`src/rtl/core/assert_macros.svh`:
```
// ----------------------------------------------------------------------------
// assert_macros
// Assertion helpers shared by the clock core; each macro expands to one
// labeled concurrent assertion.
// ----------------------------------------------------------------------------
`ifndef ASSERT_MACROS_SVH
`define ASSERT_MACROS_SVH

// property checked at every clock edge outside reset
`define ASSERT_CLK(lbl, clk, rst_n, prop, msg) \
  lbl: assert property (@(posedge clk) disable iff (!rst_n) (prop)) else $error(msg);

// condition in one cycle implies a condition in the next
`define ASSERT_NEXT(lbl, clk, rst_n, pre, post, msg) \
  lbl: assert property (@(posedge clk) disable iff (!rst_n) (pre) |=> (post)) else $error(msg);

`endif

```
`src/rtl/core/bcdc_pkg.sv`:
```
`timescale 1ns / 1ps
// ----------------------------------------------------------------------------
// bcdc_pkg
// Types, codes and helpers for the BCD time-of-day clock with alarm.
// ----------------------------------------------------------------------------
package bcdc_pkg;

  localparam int DIGIT_W        = 4;
  localparam int NUM_DIGITS     = 6;
  localparam int TICK_LIMIT_W   = 24;
  localparam int PRESCALE_BITS  = 24;

  localparam logic [TICK_LIMIT_W-1:0] TICK_LIMIT_RST = 24'd999;

  // digit order: hour tens, hour units, minute tens, minute units,
  // second tens, second units
  localparam int HT = 0;
  localparam int HU = 1;
  localparam int MT = 2;
  localparam int MU = 3;
  localparam int ST = 4;
  localparam int SU = 5;

  localparam logic [DIGIT_W-1:0] UNSET_DIGIT = 4'hF;
  localparam logic [DIGIT_W-1:0] DIGIT_MAX [NUM_DIGITS] =
    '{4'd2, 4'd9, 4'd5, 4'd9, 4'd5, 4'd9};
  // hour units stop at 3 once hour tens reaches 2
  localparam logic [DIGIT_W-1:0] HOUR_TENS_LAST  = 4'd2;
  localparam logic [DIGIT_W-1:0] HOUR_UNITS_LAST = 4'd3;

  localparam logic [2:0] OP_TICK      = 3'd0;
  localparam logic [2:0] OP_SET_TIME  = 3'd1;
  localparam logic [2:0] OP_SET_ALARM = 3'd2;
  localparam logic [2:0] OP_SET_STATE = 3'd3;
  localparam logic [2:0] OP_SILENCE   = 3'd4;

  localparam logic [1:0] MODE_OFF     = 2'd0;
  localparam logic [1:0] MODE_READY   = 2'd1;
  localparam logic [1:0] MODE_RINGING = 2'd2;

  typedef logic [NUM_DIGITS-1:0][DIGIT_W-1:0] digits_t;
  typedef logic [3:0][DIGIT_W-1:0]            hhmm_t;

  typedef struct packed {
    logic [2:0] operation;
    logic [3:0] hour_tens_in;
    logic [3:0] hour_units_in;
    logic [3:0] minute_tens_in;
    logic [3:0] minute_units_in;
    logic [3:0] second_tens_in;
    logic [3:0] second_units_in;
    logic [1:0] requested_state;
  } in_beat_t;

  typedef struct packed {
    logic       accepted;
    logic [3:0] hour_tens_out;
    logic [3:0] hour_units_out;
    logic [3:0] minute_tens_out;
    logic [3:0] minute_units_out;
    logic [3:0] second_tens_out;
    logic [3:0] second_units_out;
    logic       time_valid;
    logic [1:0] alarm_state_out;
    logic       alarm_drive;
  } out_beat_t;

  typedef struct packed {
    logic               load;
    logic [DIGIT_W-1:0] load_val;
    logic [DIGIT_W-1:0] max_val;
  } cell_ctl_t;

  typedef struct packed {
    logic       set_alarm;
    logic       set_mode;
    logic       silence;
    logic       minute_roll;
    logic [1:0] req_mode;
    hhmm_t      alarm_val;
    hhmm_t      hhmm_nxt;
  } alarm_ctl_t;

  typedef struct packed {
    logic [1:0] mode;
    logic       level;
    logic [1:0] mode_nxt;
    logic       level_nxt;
  } alarm_sts_t;

  function automatic logic digits_valid(input digits_t d);
    logic hours;
    logic mins;
    logic secs;
    hours = (d[HT] <= 4'd2) && (d[HU] <= 4'd9) && ((d[HT] < 4'd2) || (d[HU] <= 4'd3));
    mins  = (d[MT] < 4'd6) && (d[MU] < 4'd10);
    secs  = (d[ST] < 4'd6) && (d[SU] < 4'd10);
    return hours && mins && secs;
  endfunction

endpackage

```
`src/rtl/core/bcdc_digit_cell.sv`:
```
`timescale 1ns / 1ps
// ----------------------------------------------------------------------------
// bcdc_digit_cell
// One BCD digit of the time chain: loads, or counts on carry-in and hands
// a carry to the next more significant digit when it wraps.
// ----------------------------------------------------------------------------
module bcdc_digit_cell #(
  parameter logic [bcdc_pkg::DIGIT_W-1:0] RST_VAL = '0
) (
  input  logic                             clk,
  input  logic                             rst_n,
  input  bcdc_pkg::cell_ctl_t              ctl,
  input  logic                             carry_in,
  output logic                             carry_out,
  output logic [bcdc_pkg::DIGIT_W-1:0]     digit,
  output logic [bcdc_pkg::DIGIT_W-1:0]     digit_nxt
);

  logic [bcdc_pkg::DIGIT_W-1:0] digit_r;
  logic                         at_max;

  assign at_max    = (digit_r == ctl.max_val);
  assign carry_out = carry_in && at_max;

  always_comb begin
    if (ctl.load) begin
      digit_nxt = ctl.load_val;
    end else if (carry_in) begin
      digit_nxt = at_max ? '0 : digit_r + bcdc_pkg::DIGIT_W'(1);
    end else begin
      digit_nxt = digit_r;
    end
  end

  always_ff @(posedge clk) begin
    if (!rst_n) begin
      digit_r <= RST_VAL;
    end else begin
      digit_r <= digit_nxt;
    end
  end

  assign digit = digit_r;

endmodule

```
`src/rtl/core/bcdc_alarm.sv`:
```
`timescale 1ns / 1ps
// ----------------------------------------------------------------------------
// bcdc_alarm
// Alarm hh:mm store, alarm mode and drive level; matches on minute rollover.
// ----------------------------------------------------------------------------
`include "assert_macros.svh"

module bcdc_alarm (
  input  logic                 clk,
  input  logic                 rst_n,
  input  bcdc_pkg::alarm_ctl_t ctl,
  output bcdc_pkg::alarm_sts_t sts
);

  bcdc_pkg::hhmm_t alarm_r;
  bcdc_pkg::hhmm_t alarm_nxt;
  logic [1:0]      mode_r;
  logic [1:0]      mode_nxt;
  logic            level_r;
  logic            level_nxt;
  logic            hit;

  assign hit = ctl.minute_roll && (mode_r == bcdc_pkg::MODE_READY) &&
               (alarm_r == ctl.hhmm_nxt);

  always_comb begin
    alarm_nxt = alarm_r;
    mode_nxt  = mode_r;
    level_nxt = level_r;
    if (hit) begin
      mode_nxt  = bcdc_pkg::MODE_RINGING;
      level_nxt = 1'b1;
    end
    if (ctl.set_alarm) begin
      alarm_nxt = ctl.alarm_val;
      mode_nxt  = bcdc_pkg::MODE_READY;
    end
    if (ctl.set_mode) begin
      mode_nxt = ctl.req_mode;
    end
    if (ctl.silence) begin
      mode_nxt  = bcdc_pkg::MODE_READY;
      level_nxt = 1'b0;
    end
  end

  always_ff @(posedge clk) begin
    if (!rst_n) begin
      alarm_r <= '0;
      mode_r  <= bcdc_pkg::MODE_OFF;
      level_r <= 1'b0;
    end else begin
      alarm_r <= alarm_nxt;
      mode_r  <= mode_nxt;
      level_r <= level_nxt;
    end
  end

  assign sts.mode      = mode_r;
  assign sts.level     = level_r;
  assign sts.mode_nxt  = mode_nxt;
  assign sts.level_nxt = level_nxt;

  // the drive only comes up through a match, which also starts ringing
  `ASSERT_CLK(a_drive_rise_rings, clk, rst_n,
    $rose(level_r) |-> (mode_r == bcdc_pkg::MODE_RINGING), "drive rose without ringing")

endmodule

```
`src/rtl/core/bcd_clock_with_alarm.sv`:
```
`timescale 1ns / 1ps
// ----------------------------------------------------------------------------
// bcd_clock_with_alarm
// 24-hour BCD time-of-day clock with tick prescaler and hh:mm alarm.
// ----------------------------------------------------------------------------
//   channel  | direction | handshake         | beat
//   ---------+-----------+-------------------+------------------------------
//   in_      | input     | in_valid/in_stall | one operation (in_beat_t)
//   out_     | output    | out_valid/stall   | one result (out_beat_t)
//   cfg_     | input     | cfg_valid/ready   | tick_limit write data
//
// Each operation is handled as a single beat; one beat is taken each clock while the
// result register is free or being drained. Six digit cells pass the carry
// in the same cycle, so a tick and its rollover land together.
// The result register stalls the input only while it is full and stalled.
// Synchronous reset, no clearing pass; cfg_ready is always high.
// ----------------------------------------------------------------------------
`include "assert_macros.svh"

module bcd_clock_with_alarm #(
  parameter int PRESCALE_BITS = bcdc_pkg::PRESCALE_BITS
) (
  input  logic                               clk,
  input  logic                               rst_n,
  input  logic                               in_valid,
  output logic                               in_stall,
  input  bcdc_pkg::in_beat_t                 in_data,
  output logic                               out_valid,
  input  logic                               out_stall,
  output bcdc_pkg::out_beat_t                out_data,
  input  logic                               cfg_valid,
  output logic                               cfg_ready,
  input  logic [bcdc_pkg::TICK_LIMIT_W-1:0]  cfg_data
);

  localparam int CMP_W = (PRESCALE_BITS > bcdc_pkg::TICK_LIMIT_W) ?
                         PRESCALE_BITS : bcdc_pkg::TICK_LIMIT_W;

  logic [bcdc_pkg::TICK_LIMIT_W-1:0] tick_limit_r;
  logic [PRESCALE_BITS-1:0]          prescale_r;
  logic [PRESCALE_BITS-1:0]          prescale_nxt;
  logic                              out_valid_r;
  logic                              out_valid_nxt;
  bcdc_pkg::out_beat_t               out_data_r;
  bcdc_pkg::out_beat_t               out_data_nxt;

  logic                              in_acc;
  logic                              is_tick;
  logic                              roll;
  logic                              unset;
  logic                              acc;
  logic                              advance;
  logic                              load_time;
  bcdc_pkg::digits_t                 in_dig;
  bcdc_pkg::digits_t                 dig_q;
  bcdc_pkg::digits_t                 dig_nxt;
  logic [bcdc_pkg::NUM_DIGITS:0]     carry;
  bcdc_pkg::cell_ctl_t               cell_ctl [bcdc_pkg::NUM_DIGITS];
  bcdc_pkg::alarm_ctl_t              alarm_ctl;
  bcdc_pkg::alarm_sts_t              alarm_sts;

  assign in_stall  = out_valid_r && out_stall;
  assign in_acc    = in_valid && !in_stall;
  assign cfg_ready = 1'b1;

  assign in_dig[bcdc_pkg::HT] = in_data.hour_tens_in;
  assign in_dig[bcdc_pkg::HU] = in_data.hour_units_in;
  assign in_dig[bcdc_pkg::MT] = in_data.minute_tens_in;
  assign in_dig[bcdc_pkg::MU] = in_data.minute_units_in;
  assign in_dig[bcdc_pkg::ST] = in_data.second_tens_in;
  assign in_dig[bcdc_pkg::SU] = in_data.second_units_in;

  assign unset   = (dig_q[bcdc_pkg::HT] == bcdc_pkg::UNSET_DIGIT);
  assign is_tick = (in_data.operation == bcdc_pkg::OP_TICK);
  assign roll    = (CMP_W'(prescale_r) >= CMP_W'(tick_limit_r));

  always_comb begin
    case (in_data.operation)
      bcdc_pkg::OP_TICK:      acc = 1'b1;
      bcdc_pkg::OP_SET_TIME:  acc = bcdc_pkg::digits_valid(in_dig);
      bcdc_pkg::OP_SET_ALARM: acc = !unset;
      bcdc_pkg::OP_SET_STATE: acc = (in_data.requested_state <= bcdc_pkg::MODE_RINGING) &&
                                    !unset &&
                                    !((alarm_sts.mode != bcdc_pkg::MODE_READY) &&
                                      (in_data.requested_state == bcdc_pkg::MODE_OFF));
      bcdc_pkg::OP_SILENCE:   acc = 1'b1;
      default:                acc = 1'b0;
    endcase
  end

  assign advance   = in_acc && is_tick && roll && !unset;
  assign load_time = in_acc && (in_data.operation == bcdc_pkg::OP_SET_TIME) && acc;

  // prescaler keeps running while the time is unset
  always_comb begin
    prescale_nxt = prescale_r;
    if (in_acc && is_tick) begin
      prescale_nxt = roll ? '0 : prescale_r + PRESCALE_BITS'(1);
    end
  end

  // digit chain, carry enters at second units
  assign carry[bcdc_pkg::NUM_DIGITS] = advance;

  for (genvar i = 0; i < bcdc_pkg::NUM_DIGITS; i++) begin : g_cell
    assign cell_ctl[i].load     = load_time;
    assign cell_ctl[i].load_val = in_dig[i];
    if (i == bcdc_pkg::HU) begin : g_hu
      assign cell_ctl[i].max_val = (dig_q[bcdc_pkg::HT] == bcdc_pkg::HOUR_TENS_LAST) ?
                                   bcdc_pkg::HOUR_UNITS_LAST : bcdc_pkg::DIGIT_MAX[i];
    end else begin : g_fixed
      assign cell_ctl[i].max_val = bcdc_pkg::DIGIT_MAX[i];
    end

    bcdc_digit_cell #(
      .RST_VAL ((i == bcdc_pkg::HT) ? bcdc_pkg::UNSET_DIGIT : 4'd0)
    ) u_cell (
      .clk       (clk),
      .rst_n     (rst_n),
      .ctl       (cell_ctl[i]),
      .carry_in  (carry[i+1]),
      .carry_out (carry[i]),
      .digit     (dig_q[i]),
      .digit_nxt (dig_nxt[i])
    );
  end

  // carry out of second tens marks a minute rollover
  assign alarm_ctl.set_alarm   = in_acc && (in_data.operation == bcdc_pkg::OP_SET_ALARM) && acc;
  assign alarm_ctl.set_mode    = in_acc && (in_data.operation == bcdc_pkg::OP_SET_STATE) && acc;
  assign alarm_ctl.silence     = in_acc && (in_data.operation == bcdc_pkg::OP_SILENCE);
  assign alarm_ctl.minute_roll = carry[bcdc_pkg::ST];
  assign alarm_ctl.req_mode    = in_data.requested_state;
  assign alarm_ctl.alarm_val   = {in_dig[bcdc_pkg::HT], in_dig[bcdc_pkg::HU],
                                  in_dig[bcdc_pkg::MT], in_dig[bcdc_pkg::MU]};
  assign alarm_ctl.hhmm_nxt    = {dig_nxt[bcdc_pkg::HT], dig_nxt[bcdc_pkg::HU],
                                  dig_nxt[bcdc_pkg::MT], dig_nxt[bcdc_pkg::MU]};

  bcdc_alarm u_alarm (
    .clk   (clk),
    .rst_n (rst_n),
    .ctl   (alarm_ctl),
    .sts   (alarm_sts)
  );

  always_comb begin
    out_data_nxt.accepted         = acc;
    out_data_nxt.hour_tens_out    = dig_nxt[bcdc_pkg::HT];
    out_data_nxt.hour_units_out   = dig_nxt[bcdc_pkg::HU];
    out_data_nxt.minute_tens_out  = dig_nxt[bcdc_pkg::MT];
    out_data_nxt.minute_units_out = dig_nxt[bcdc_pkg::MU];
    out_data_nxt.second_tens_out  = dig_nxt[bcdc_pkg::ST];
    out_data_nxt.second_units_out = dig_nxt[bcdc_pkg::SU];
    out_data_nxt.time_valid       = bcdc_pkg::digits_valid(dig_nxt);
    out_data_nxt.alarm_state_out  = alarm_sts.mode_nxt;
    out_data_nxt.alarm_drive      = alarm_sts.level_nxt;
  end

  assign out_valid_nxt = in_acc ? 1'b1 : (out_valid_r && out_stall);

  always_ff @(posedge clk) begin
    if (!rst_n) begin
      tick_limit_r <= bcdc_pkg::TICK_LIMIT_RST;
      prescale_r   <= '0;
      out_valid_r  <= 1'b0;
    end else begin
      if (cfg_valid && cfg_ready) begin
        tick_limit_r <= cfg_data;
      end
      prescale_r  <= prescale_nxt;
      out_valid_r <= out_valid_nxt;
    end
  end

  always_ff @(posedge clk) begin
    if (in_acc) begin
      out_data_r <= out_data_nxt;
    end
  end

  assign out_valid = out_valid_r;
  assign out_data  = out_data_r;

  `ASSERT_NEXT(a_set_time_valid, clk, rst_n,
    rst_n && load_time, out_data.time_valid && out_data.accepted,
    "accepted time set left an invalid time")

  `ASSERT_NEXT(a_digits_hold, clk, rst_n,
    rst_n && !in_acc, $stable(dig_q), "time digits moved without a beat")

  `ASSERT_CLK(a_hour_tens_range, clk, rst_n,
    (dig_q[bcdc_pkg::HT] == bcdc_pkg::UNSET_DIGIT) ||
    (dig_q[bcdc_pkg::HT] <= bcdc_pkg::HOUR_TENS_LAST), "hour tens out of range")

endmodule

```
`config.mk`:
```
export PLATFORM = sky130hd
export DESIGN_NAME = bcd_clock_with_alarm
export DESIGN_NICKNAME = d
export VERILOG_FILES = /design/src/rtl/core/bcdc_pkg.sv /design/src/rtl/core/bcdc_digit_cell.sv /design/src/rtl/core/bcdc_alarm.sv /design/src/rtl/core/bcd_clock_with_alarm.sv
export VERILOG_INCLUDE_DIRS = /design/src /design/src/rtl/core
export SDC_FILE = /design/constraint.sdc
export NUM_CORES = 1
export LEC_CHECK = 0
export CAP_MARGIN = 5
export CELL_PAD_IN_SITES_DETAIL_PLACEMENT = 1
export CELL_PAD_IN_SITES_GLOBAL_PLACEMENT = 2
export CORE_MARGIN = 2
export CORE_UTILIZATION = 42
export DETAILED_ROUTE_END_ITERATION = 8
export DONT_BUFFER_PORTS = 1
export PLACE_DENSITY_LB_ADDON = 0.1
export SLEW_MARGIN = 10
export SYNTH_ARGS = -nofsm -noshare
export SYNTH_HDL_FRONTEND = slang
export SYNTH_SLANG_ARGS = --single-unit
```
`constraint.sdc`:
```
create_clock -name clk -period 5.2 [get_ports clk]
set_clock_uncertainty 0.2 [all_clocks]
set_input_delay 0.26 -clock clk [delete_from_list [all_inputs] [get_ports clk]]
set_output_delay 0.26 -clock clk [all_outputs]
set_load 0.05 [all_outputs]
```
# --- Yosys cells after proc, flatten, opt, wreduce, memory -nomap -nowiden ---
# Cells that the tools add are included.
op_classes:
  n_reduce_logical: 42
  mux: 28
  order_cmp: 18
  addsub: 7
  eq_ne: 14
op_table:
  columns: ["operator", "n"]
  rows:
  - ["$mux W4", 19]
  - ["$logic_and A1 B1 Y1", 34]
  - ["$add A24 B1 Y24 const B", 1]
  - ["$add A4 B1 Y4 const B", 6]
  - ["$ge A24 B24 Y1", 1]
  - ["$mux W24", 1]
  - ["$eq A16 B16 Y1", 1]
  - ["$le A4 B2 Y1 const B", 4]
  - ["$lt A4 B3 Y1 const B", 4]
  - ["$lt A4 B4 Y1 const B", 4]
  - ["$eq A4 B4 Y1 const B", 3]
  - ["$eq A4 B3 Y1 const B", 2]
  - ["$le A4 B4 Y1 const B", 2]
  - ["$lt A4 B2 Y1 const B", 2]
  - ["$mux W2", 4]
  - ["$eq A3 B2 Y1 const B", 2]
  - ["$eq A4 B2 Y1 const B", 1]
  - ["$eq A4 B4 Y1", 1]
  - ["$pmux W1 S4", 1]
  - ["$eq A3 B1 Y1 const B", 1]
  - ["$eq A3 B3 Y1 const B", 1]
  - ["$logic_not A1 Y1", 3]
  - ["$logic_not A3 Y1", 1]
  - ["$mux W1", 3]
  - ["6 further kinds", 7]
totals:
  out_inout_bits: 32
  ff_bits: 121

# --- Longest topological paths before layout ---
# Gate-level depths: netlist (run 1).
depth:
  ltp_word: 19
  depth_mapped: 13

# --- By module ---
# From an unflattened synthesis (run 1), not the netlist that was laid out.
hier_totals:
  hier_cells: 695
  hier_area_um2: 6751.5
modules_own_cells:
  columns: ["mod", "area_per_inst_um2", "cells_per_inst", "instances"]
  rows:
  - ["bcd_clock_with_alarm", 3890.0, 381, 1]
  - ["bcdc_digit_cell at g_cell[1].u_cell ...", 329.1, 37, 5]
  - ["bcdc_alarm", 913.4, 95, 1]
  - ["bcdc_digit_cell at g_cell[0].u_cell", 302.8, 34, 1]

# --- Worst setup path before layout (run 1) ---
# No wires, ideal clock.
synth_path:
  path_kind: "reg-to-reg"
  startpoint: "register out_valid_r (netlist: out_valid)"
  endpoint: "register out_data_r (netlist bit out_data[1]) (data pin)"
  synth_period_minus_slack_ns: 3.847
  setup_slack_ns: 1.353
  t_arrival_ns: 3.392
  path_buffers: 0
  stages_incl_launch_ff: 13
  required_time_ns: 4.745
  cell_sequence: "dfxtp_1 -> and2_4 -> nand2b_4 -> inv_6 -> and2_4 -> nand3_4 -> or4_4 -> a211oi_2 -> mux2_1 -> nor4_1 -> nand4b_1 -> nand4b_4 -> a31o_1"
synth_lines:
  columns: ["element", "line", "rtl"]
  rows:
  - ["start, declared", "bcd_clock_with_alarm.sv:42", "logic out_valid_r;"]
  - ["start signal, assigned", "bcd_clock_with_alarm.sv:171", "out_valid_r <= out_valid_nxt;"]
  - ["end signal, assigned", "bcd_clock_with_alarm.sv:177", "out_data_r <= out_data_nxt;"]
  - ["end, declared", "bcd_clock_with_alarm.sv:44", "bcdc_pkg::out_beat_t out_data_r;"]

==> results of run 1 <==
[power breakdown]
| group | leakage (nW) | switching, mW | total [mW] | internal [mW] |
|---|---|---|---|---|
| Clock | 0.317 | 0.462 | 1.26 | 0.793 |
| Sequential | 1.03 | 0.0503 | 1.04 | 0.989 |
| Combinational | 1.82 | 0.0885 | 0.166 | 0.0771 |
| Total | 3.17 | 0.601 | 2.46 | 1.86 |
[what timing repair did]
item	in CTS	in global routing
hold buffers	69	0
setup endpoints to repair	0	0
endpoints found under the hold margin	86	0
[cells in the final DEF (no fill, tap or decap), drive strengths merged, types with 3 or more instances in the layout]
| cell type | count |
|---|---|
| nor2 | 103 |
| nor3 | 17 |
| nor2b | 10 |
| nor4b | 3 |
| a31oi | 5 |
| clkinv | 5 |
| nand4 | 11 |
| or3 | 4 |
| a221oi | 4 |
| xnor2 | 22 |
| o21ai | 30 |
| buf | 7 |
| mux2i | 47 |
| edfxtp | 29 |
| nor3b | 4 |
| nand3 | 25 |
| xor2 | 23 |
| nand4b | 4 |
| dlygate4sd3 | 67 |
| a21oi | 44 |
| nand2 | 66 |
| o211ai | 12 |
| a211oi | 12 |
| and3 | 9 |
| o31ai | 3 |
| a2111oi | 3 |
| and4 | 3 |
| o2111ai | 4 |
| dfxtp | 92 |
| clkbuf | 20 |
| ha | 26 |
| nor4 | 6 |
| and2 | 19 |
| nand2b | 11 |
| inv | 49 |
| a41oi | 3 |
[cells by family (layout without fill, tap and decap cells)]
group,count (synthesis),after routing
AO/OA/AOI/OAI,148,148
XOR/XNOR,45,45
adder cells (fa/ha/maj),26,26
buffers and inverters,80,150
flip-flops,121,121
multiplexers,48,48
other,1,1
AND/OR/NAND/NOR,306,306
[through the flow]
stage | utilization, % | hold WS (ns)
finish | 51.4 | 0.0138
global route | 51.4 | 0.0122
CTS | 51.4 | 0.000879
detailed placement | 43.2 | 0.133
global placement | 43.2 | 0.127
floorplan | - | 0.184
[metal layers]
metal / global-route usage (%) / routed length [µm] / vias to the layer above
met5: 0 / 0 / -
met4: 10.0 / 555 / 0
met3: 4.79 / 632 / 38
met2: 47.8 / 11700 / 110
met1: 29.2 / 8850 / 2967
li1: - / - / 2866
[worst max-delay path by stage]
stage                  end  cells after the start
6_report       out_data[3]                     12
5_1_grt        out_data[3]                     12
4_1_cts        out_data[3]                     12
3_5_place_dp   out_data[3]                     12
3_3_place_gp   out_data[3]                     12
2_1_floorplan  out_data[1]                     12
[layout make-up]
cell class | instances | area, µm²
flip-flops and latches | 121 | 2710
well taps | 220 | 275
clock inverters | 12 | 129
multi-input cells | 574 | 3890
clock buffers | 20 | 500
fillers | 1857 | 7980
inverters | 44 | 170
repair buffers | 74 | 748
[state kept, by name (all words and copies together), names as in the netlist]
| name | flops |
|---|---|
| u_alarm.mode_r | 2 |
| out_valid | 1 |
| g_cell.u_cell.digit | 24 |
| tick_limit_r | 24 |
| u_alarm.alarm_r | 16 |
| out_data | 29 |
| prescale_r | 24 |
| u_alarm.level_r | 1 |
[worst register-to-register path, cell delays in order, from the launching register on]
cell and delay (ns):
dfxtp_1 0.47, and2_4 0.31, nand2b_4 0.20, inv_6 0.28, and2_4 0.34, nand3_4 0.14, or4_4 0.59, a211oi_2 0.30
xnor2_1 0.21, a21oi_1 0.16, a2111oi_0 0.72, o211ai_1 0.34, a211oi_1 0.29
==> flow_summary.yaml, run 1 <==
worst_setup_path:
  r2r_end: "out_data[3]"
  crit_start: "out_valid"
  cp_top_family: "compound AO/OA/AOI/OAI gates"
  cp-start-kind: "flop"
  cp.arrival_ns: 4.80
  path_cells: "and2_4, nand2b_4, inv_6, and2_4, nand3_4, or4_4, a211oi_2, xnor2_1, a21oi_1, a2111oi_0, o211ai_1, a211oi_1"
  required_ns: 5.23
  slowest_stage: "a2111oi_0"
  worst-path-max-fanout: 35
  crit_path_frequent_cell: "and2_4"
  r2r-start: "out_valid"
  r2r_cells: 12
  end_kind: "flop"
  rrSetupSlack_ns: 0.44
  path_class: "flop to flop"
  slowest_delay_ns: 0.72
  path_buf_inv: 1
yosys:
  yosys-top-cells-count: "nor2_1 (103), dfxtp_1 (92), nand2_1 (66), mux2i_1 (46), inv_1 (43)"
  synth_xor_area_share_pct: 5.66
  synth_nets: 859
  ys_seq_area_share_pct: 39.0
  synth_top_family_by_area: "simple AND/OR/NAND/NOR gates"
  synth-async-reset-ratio_pct: 0
  synth_fa_ha_area_share_pct: 4.67
  synth_largest_area_cell: "dfxtp_1"
  synth_top_area_share_pct: 26.5
  yosys.area_share.simple_pct: 23.4
  synth-edff-count: 29
  ys_types: 94
  ys.flop_type: "dfxtp_1"
  synth.mux.area_fraction_pct: 6.97
  synth_compound_area_share_pct: 15.0
  yosys-top-cells-area: "dfxtp_1 (26%), edfxtp_1 (13%), mux2i_1 (6.6%), nor2_1 (5.6%), ha_1 (4.7%)"
  synthCells: 775
  synth.most_common_cell: "nor2_1"
  avgSynthCellArea_um2: 8.98
  ys_seq_elements: 121
  syn-cell-area_um2: 6960
  yosysWarnings: 0
hold_path:
  hold_class: "primary input to flop"
  min_path_cells: 2
  holdPathEnd: "out_valid"
  min_from: "out_stall"
cells_and_area:
  drive_above_1_share_pct: 9.11
  final_cell_area_um2: 8430
  final-instance-count-excl-fill: 1065
  finalNetCount: 916
  area_growth_pct: 21.1
  antenna-diode-count: 0
sta:
  setup_tns_ns: 0
  finalCritPeriodShare_pct: 91.6
  slew_violations: 0
  fin_ws_ns: 0.435
  final_hold_viol_count: 0
  rsz0062_at_grt: "no"
  finalCriticalPeriod_ns: 4.76
  setup_viol: 0
  slew_headroom_pct: 42.7
  max_slew.worst_pin.slew_ns: 0.858
  fmax_mhz: 210
clock_network:
  clk_pin_slew_ns: 0.06
  clock-sinks: 121
  cts_resized: 0
  cts_tree: "built"
  cts_root_buffer: "clkbuf_16"
  cts_setup_buffers: 0
  clk_latency_ns: 0.43
  clock_path_buffers: 2
  numCtsBuffers: 17
  htreeDepth: 4
place:
  gp_congestion: 0.886
  place_area_um2: 7090
  io_buffers: 0
  post-place-cells: 964
  pre_cts_slack_ns: 0.618
  hpwlAfterDp_um: 15100
pwr:
  powerDensity_nw_per_um2: 292
  peakVddDrop_uv: 216
  p_leak_nw: 3.17
  total_power_mw: 2.46
floorplanning:
  rows: 47
  die-area_um2: 17600
  core-area_um2: 16400
  die_w_um: 133
  die_y_um: 133
  io_pins: 90
  initial_core_util_pct: 42.4
grt:
  grt.total_usage_pct: 25.8
  grt_pass1_wl_um: 35100
  antenna_found_initial: 0
  overflow: 0
  grt_max_degree: 41
  first_global_vias: 6503
status:
  status: "complete, no violations"
run:
  max-cap-violations: 0
routing:
  dr.first_iter.drc_count: 257
  via_per_inst: 5.62
  drt_drc_violations_left: 0
  wire_per_inst_um: 20.4
  first_pass_iters: 4
  drt_wl_total_um: 21700
  antenna_left: 0
  vias: 5981
No activity file was read; power rests on OpenSTA's default activity.
==> run 2, diff against run 1 <==
--- a/config.mk
+++ b/config.mk
@@ -13,7 +13,7 @@
 export CORE_UTILIZATION = 42
 export DETAILED_ROUTE_END_ITERATION = 8
 export DONT_BUFFER_PORTS = 1
-export PLACE_DENSITY_LB_ADDON = 0.1
+export PLACE_DENSITY = 0.95
 export SLEW_MARGIN = 10
 export SYNTH_ARGS = -nofsm -noshare
 export SYNTH_HDL_FRONTEND = slang
==> flow_summary.yaml, run 2 (synthesis gave the netlist of run 1 again) <==
worst_setup_path:
  cp.arrival_ns: 4.55
  worst-path-max-fanout: 35
  slowest_stage: "or4_4"
  slowest_delay_ns: 0.61
  r2r_cells: 12
  cp-start-kind: "flop"
  end_kind: "flop"
  path_cells: "and2_4, nand2b_4, inv_6, and2_4, nand3_4, or4_4, a211oi_2, xnor2_1, a21oi_1, a2111oi_0, o211ai_1, a211oi_1"
  path_class: "flop to flop"
  r2r_end: "out_data[3]"
  rrSetupSlack_ns: 0.69
  required_ns: 5.23
  r2r-start: "out_valid"
  crit_path_frequent_cell: "and2_4"
sta:
  final_hold_viol_count: 0
  slew_headroom_pct: 14.0
  finalCriticalPeriod_ns: 4.51
  max_slew.worst_pin.slew_ns: 1.29
  finalCritPeriodShare_pct: 86.8
  setup_viol: 0
  worst_hold_slack_ns: 0.0176
  slew_violations: 0
  fmax_mhz: 222
  setup_tns_ns: 0
  rsz0062_at_grt: "no"
routing:
  drt_wl_total_um: 23300
  drt_drc_violations_left: 0
  antenna_left: 0
  wire_per_inst_um: 21.9
  vias: 6253
  dr.first_iter.drc_count: 429
  first_pass_iters: 5
  via_per_inst: 5.88
hold_path:
  min_path_cells: 2
  min_from: "rst_n"
  holdPathEnd: "u_alarm.alarm_r[12]"
  hold_class: "primary input to flop"
grt:
  grt_max_degree: 36
  first_global_vias: 6901
  grt_pass1_wl_um: 37200
  antenna_found_initial: 1
  grt.total_usage_pct: 27.2
  overflow: 0
pwr:
  netSwitchingPower_mw: 0.609
  intPower_mw: 1.93
  power_frac_clock_pct: 52.4
  seqPwrFrac_pct: 40.9
  combPwrFrac_pct: 6.7
  p_leak_nw: 3.15
  peakVddDrop_uv: 262
  p_sw_share_pct: 24.0
  powerDensity_nw_per_um2: 301
cells_and_area:
  final_cell_area_um2: 8440
  fillers: 1854
  layout_commonest_cell: "nor2_1"
  regArea_um2: 2710
  finalNetCount: 914
  layout_common_cells: "nor2_1 (102), dfxtp_1 (92), nand2_1 (66), dlygate4sd3_1 (65), mux2i_1 (46)"
  largest_register_ffs: 29
  area_growth_pct: 21.2
  multiInputGateArea_um2: 3890
  final-instance-count-excl-fill: 1064
  drive_above_1_share_pct: 9.02
  utilization_pct: 51.4
clock_network:
  cts_tree: "built"
  cts_resized: 0
  clock_path_buffers: 2
  clock-sinks: 121
  clk_pin_slew_ns: 0.06
  clk_latency_ns: 0.44
  cts_root_buffer: "clkbuf_16"
  htreeDepth: 4
  numCtsBuffers: 17
place:
  gp_congestion: 0.904
  hpwlAfterDp_um: 15000
  place_area_um2: 7090
  post-place-cells: 964
  io_buffers: 0
floorplanning:
  rows: 47
  die-area_um2: 17600
  initial_core_util_pct: 42.4
  io_pins: 90
  die_y_um: 133
  core-area_um2: 16400
  die_w_um: 133
run:
  max-cap-violations: 0
status:
  status: "complete, no violations"
## run 2: power groups by stage
stage | combinational [mW] | sequential, mW | clock, mW
final | 0.170 | 1.04 | 1.33
after detailed placement | 0.108 | 1.06 | 0
after global placement | 0.103 | 1.06 | 0
after floorplan | 0.0908 | 1.05 | 0
after CTS | 0.165 | 1.04 | 1.34
after global routing | 0.184 | 1.04 | 1.39
## run 2: how the worst max path moves through the flow
stage	from	to	slack, ns	depth (start not counted)
2_1_floorplan	out_valid	out_data[1]	1.35	12
3_3_place_gp	out_valid	out_data[3]	0.96	12
3_5_place_dp	out_valid	out_data[3]	0.82	12
4_1_cts	out_valid	out_data[3]	0.75	12
5_1_grt	out_valid	out_data[3]	0.45	12
6_report	out_valid	out_data[3]	0.69	12
## run 2: through the flow
step	power, mW	setup WS, ns
after floorplan	1.14	1.35
after global placement	1.16	0.960
after detailed placement	1.17	0.820
after CTS	2.55	0.751
after global routing	2.62	0.449
final	2.54	0.687
## run 2: critical path, delay by kind of cell, from the launching register on
family / cells / cell delay, ns
xor+xnor: 1 / 0.21
simple gates: 5 / 1.57
buf+inv: 1 / 0.27
compound gates: 5 / 1.56
flops: 1 / 0.48
## run 2: per-layer routing
layer / vias to the layer above / track usage (%) / part of all wire (%) / routed length [µm]
met5: - / 0 / 0 / 0
met4: 0 / 15.2 / 5.2 / 1210
met3: 85 / 5.98 / 4.2 / 980
met2: 195 / 48.5 / 51 / 12000
met1: 3114 / 30.0 / 39 / 9130
li1: 2859 / - / - / -
## run 2: cell type report
cell class | count | area share [%]
flip-flops and latches | 121 | 32.1
clock inverters | 14 | 2.59
well taps | 220 | 3.26
multi-input cells | 574 | 46.1
inverters | 44 | 2.02
diodes | 1 | 0.0296
clock buffers | 18 | 5.20
repair buffers | 72 | 8.63
## run 2: repair_timing
| action | 4_1_cts | 5_1_grt |
|---|---|---|
| hold buffers | 67 | 0 |
| buffers inserted | 0 | 0 |
| endpoints found under the hold margin | 84 | 0 |
==> run 3, diff against run 2 <==
--- a/config.mk
+++ b/config.mk
@@ -9,11 +9,11 @@
 export CAP_MARGIN = 5
 export CELL_PAD_IN_SITES_DETAIL_PLACEMENT = 1
 export CELL_PAD_IN_SITES_GLOBAL_PLACEMENT = 2
-export CORE_MARGIN = 2
-export CORE_UTILIZATION = 42
+export CORE_MARGIN = 5
+export CORE_UTILIZATION = 39
 export DETAILED_ROUTE_END_ITERATION = 8
 export DONT_BUFFER_PORTS = 1
-export PLACE_DENSITY = 0.95
+export PLACE_DENSITY = 0.9
 export SLEW_MARGIN = 10
 export SYNTH_ARGS = -nofsm -noshare
 export SYNTH_HDL_FRONTEND = slang
==> constraint.sdc (replaced) <==
create_clock -name clk -period 4.94 [get_ports clk]
set_clock_uncertainty 0.2 [all_clocks]
set_input_delay 0.247 -clock clk [delete_from_list [all_inputs] [get_ports clk]]
set_output_delay 0.247 -clock clk [all_outputs]
set_load 0.05 [all_outputs]
==> flow_summary.yaml, run 3 (synthesis gave the netlist of run 1 again) <==
cells_and_area:
  utilization_pct: 48.4
  layout_commonest_cell: "nor2_1"
  area_growth_pct: 21.2
  drive_above_1_share_pct: 9.09
  largest_register_ffs: 29
  finalNetCount: 918
  layout_common_cells: "nor2_1 (102), dfxtp_1 (92), dlygate4sd3_1 (69), nand2_1 (66), mux2i_1 (46)"
  fillers: 1983
status:
  status: "complete, no violations"
grt:
  grt.total_usage_pct: 22.8
  overflow: 0
  grt_max_degree: 36
  grt_pass1_wl_um: 36100
  antenna_found_initial: 1
  first_global_vias: 6685
routing:
  dr.first_iter.drc_count: 243
  antenna_left: 0
  drt_drc_violations_left: 0
  wire_per_inst_um: 21.4
  first_pass_iters: 5
  drt_wl_total_um: 23000
  vias: 6092
  via_per_inst: 5.68
pwr:
  peakVddDrop_uv: 284
  p_leak_nw: 3.15
  powerDensity_nw_per_um2: 305
worst_setup_path:
  required_ns: 5.00
  crit_path_frequent_cell: "and2_4"
  cp.arrival_ns: 4.53
  slowest_delay_ns: 0.60
  slowest_stage: "or4_4"
  cp_top_family: "compound AO/OA/AOI/OAI gates"
  path_class: "flop to flop"
  path_buf_inv: 1
  path_cells: "and2_4, nand2b_4, inv_6, and2_4, nand3_4, or4_4, a211oi_2, xnor2_1, a21oi_1, a2111oi_0, o211ai_1, a211oi_1"
  cp-start-kind: "flop"
  worst-path-max-fanout: 35
  end_kind: "flop"
place:
  io_buffers: 0
  gp_congestion: 0.912
  hpwlAfterDp_um: 15400
clock_network:
  clk_latency_ns: 0.43
  cts_root_buffer: "clkbuf_16"
  htreeDepth: 4
  clock_path_buffers: 2
  clock-sinks: 121
  cts_tree: "built"
  cts_setup_buffers: 0
  clk_pin_slew_ns: 0.06
  numCtsBuffers: 17
sta:
  finalCriticalPeriod_ns: 4.48
  finalCritPeriodShare_pct: 90.6
  slew_violations: 0
  fmax_mhz: 223
  setup_tns_ns: 0
  setup_viol: 0
  rsz0062_at_grt: "no"
  max_slew.worst_pin.slew_ns: 1.22
  final_hold_viol_count: 0
  slew_headroom_pct: 18.1
  worst_hold_slack_ns: 0.0249
floorplanning:
  die-area_um2: 20600
  rows: 48
  core-area_um2: 17400
  die_w_um: 144
  die_y_um: 144
  initial_core_util_pct: 40.0
  io_pins: 90
run:
  max-cap-violations: 0
hold_path:
  hold_class: "primary input to flop"
## run 3: changes by cell type in the layout (fill, tap and decap cells not counted)
| cell | change |
|---|---|
| clkinv_1 | -1 |
| clkinvlp_4 | -3 |
| clkinv_4 | +2 |
| dlygate4sd3_1 | +4 |
| buf_4 | +1 |
| clkbuf_16 | +2 |
| clkinv_2 | +1 |
| clkbuf_8 | +2 |
| bufinv_16 | -4 |
| inv_4 | +1 |
| buf_12 | -1 |
## run 3: power by group
| group | switching (mW) | internal [mW] |
|---|---|---|
| sequential | 0.0532 | 1.04 |
| combinational | 0.0964 | 0.0838 |
| clock | 0.496 | 0.799 |
## run 3: path summary, 6_finish.rpt
kind                         from              end  slack [ns]  cells after the start
setup / recovery        out_valid      out_data[3]        0.46                     12
hold / removal        in_data[28]      out_data[0]        0.02                      2
setup reg to reg        out_valid      out_data[3]        0.46                     12
hold reg to reg   u_alarm.level_r  u_alarm.level_r        0.25                      2
## run 3: cell type report
cell class | instances | area, µm² | share of cell area [%]
well taps | 225 | 282 | 3.34
diodes | 1 | 2.50 | 0.0297
multi-input cells | 574 | 3890 | 46.2
flip-flops and latches | 121 | 2710 | 32.2
inverters | 44 | 170 | 2.02
clock inverters | 10 | 101 | 1.20
clock buffers | 22 | 517 | 6.13
repair buffers | 76 | 756 | 8.96
## run 3: metrics by stage
step | instances | area, µm² | setup slack (ns) | power (mW)
CTS | 1072 | 8430 | 0.472 | 2.59
floorplan | 775 | 6960 | 1.09 | 1.20
global placement | 970 | 7100 | 0.626 | 1.22
global route | 1073 | 8430 | 0.295 | 2.64
detailed placement | 970 | 7100 | 0.507 | 1.23
finish | 1073 | 8430 | 0.464 | 2.57
## run 3: metal layers
metal,up-vias,wire length (µm),track usage [%]
li1,2870,-,-
met1,2995,9240,25.6
met2,172,11600,40.3
met3,55,1230,5.66
met4,0,872,10.9
met5,-,0,0
## run 3: what timing repair did
item	in CTS	in global routing
hold buffers	70	0
gates resized for setup	0	0
endpoints found under the hold margin	86	0
## run 3: worst reg2reg max path, delay by kind of cell (launching register included)
kind / cells / cell delay (ns)
AO/OA/AOI/OAI: 5 / 1.58
XOR/XNOR: 1 / 0.20
buffers and inverters: 1 / 0.28
flip-flops: 1 / 0.48
AND/OR/NAND/NOR: 5 / 1.56
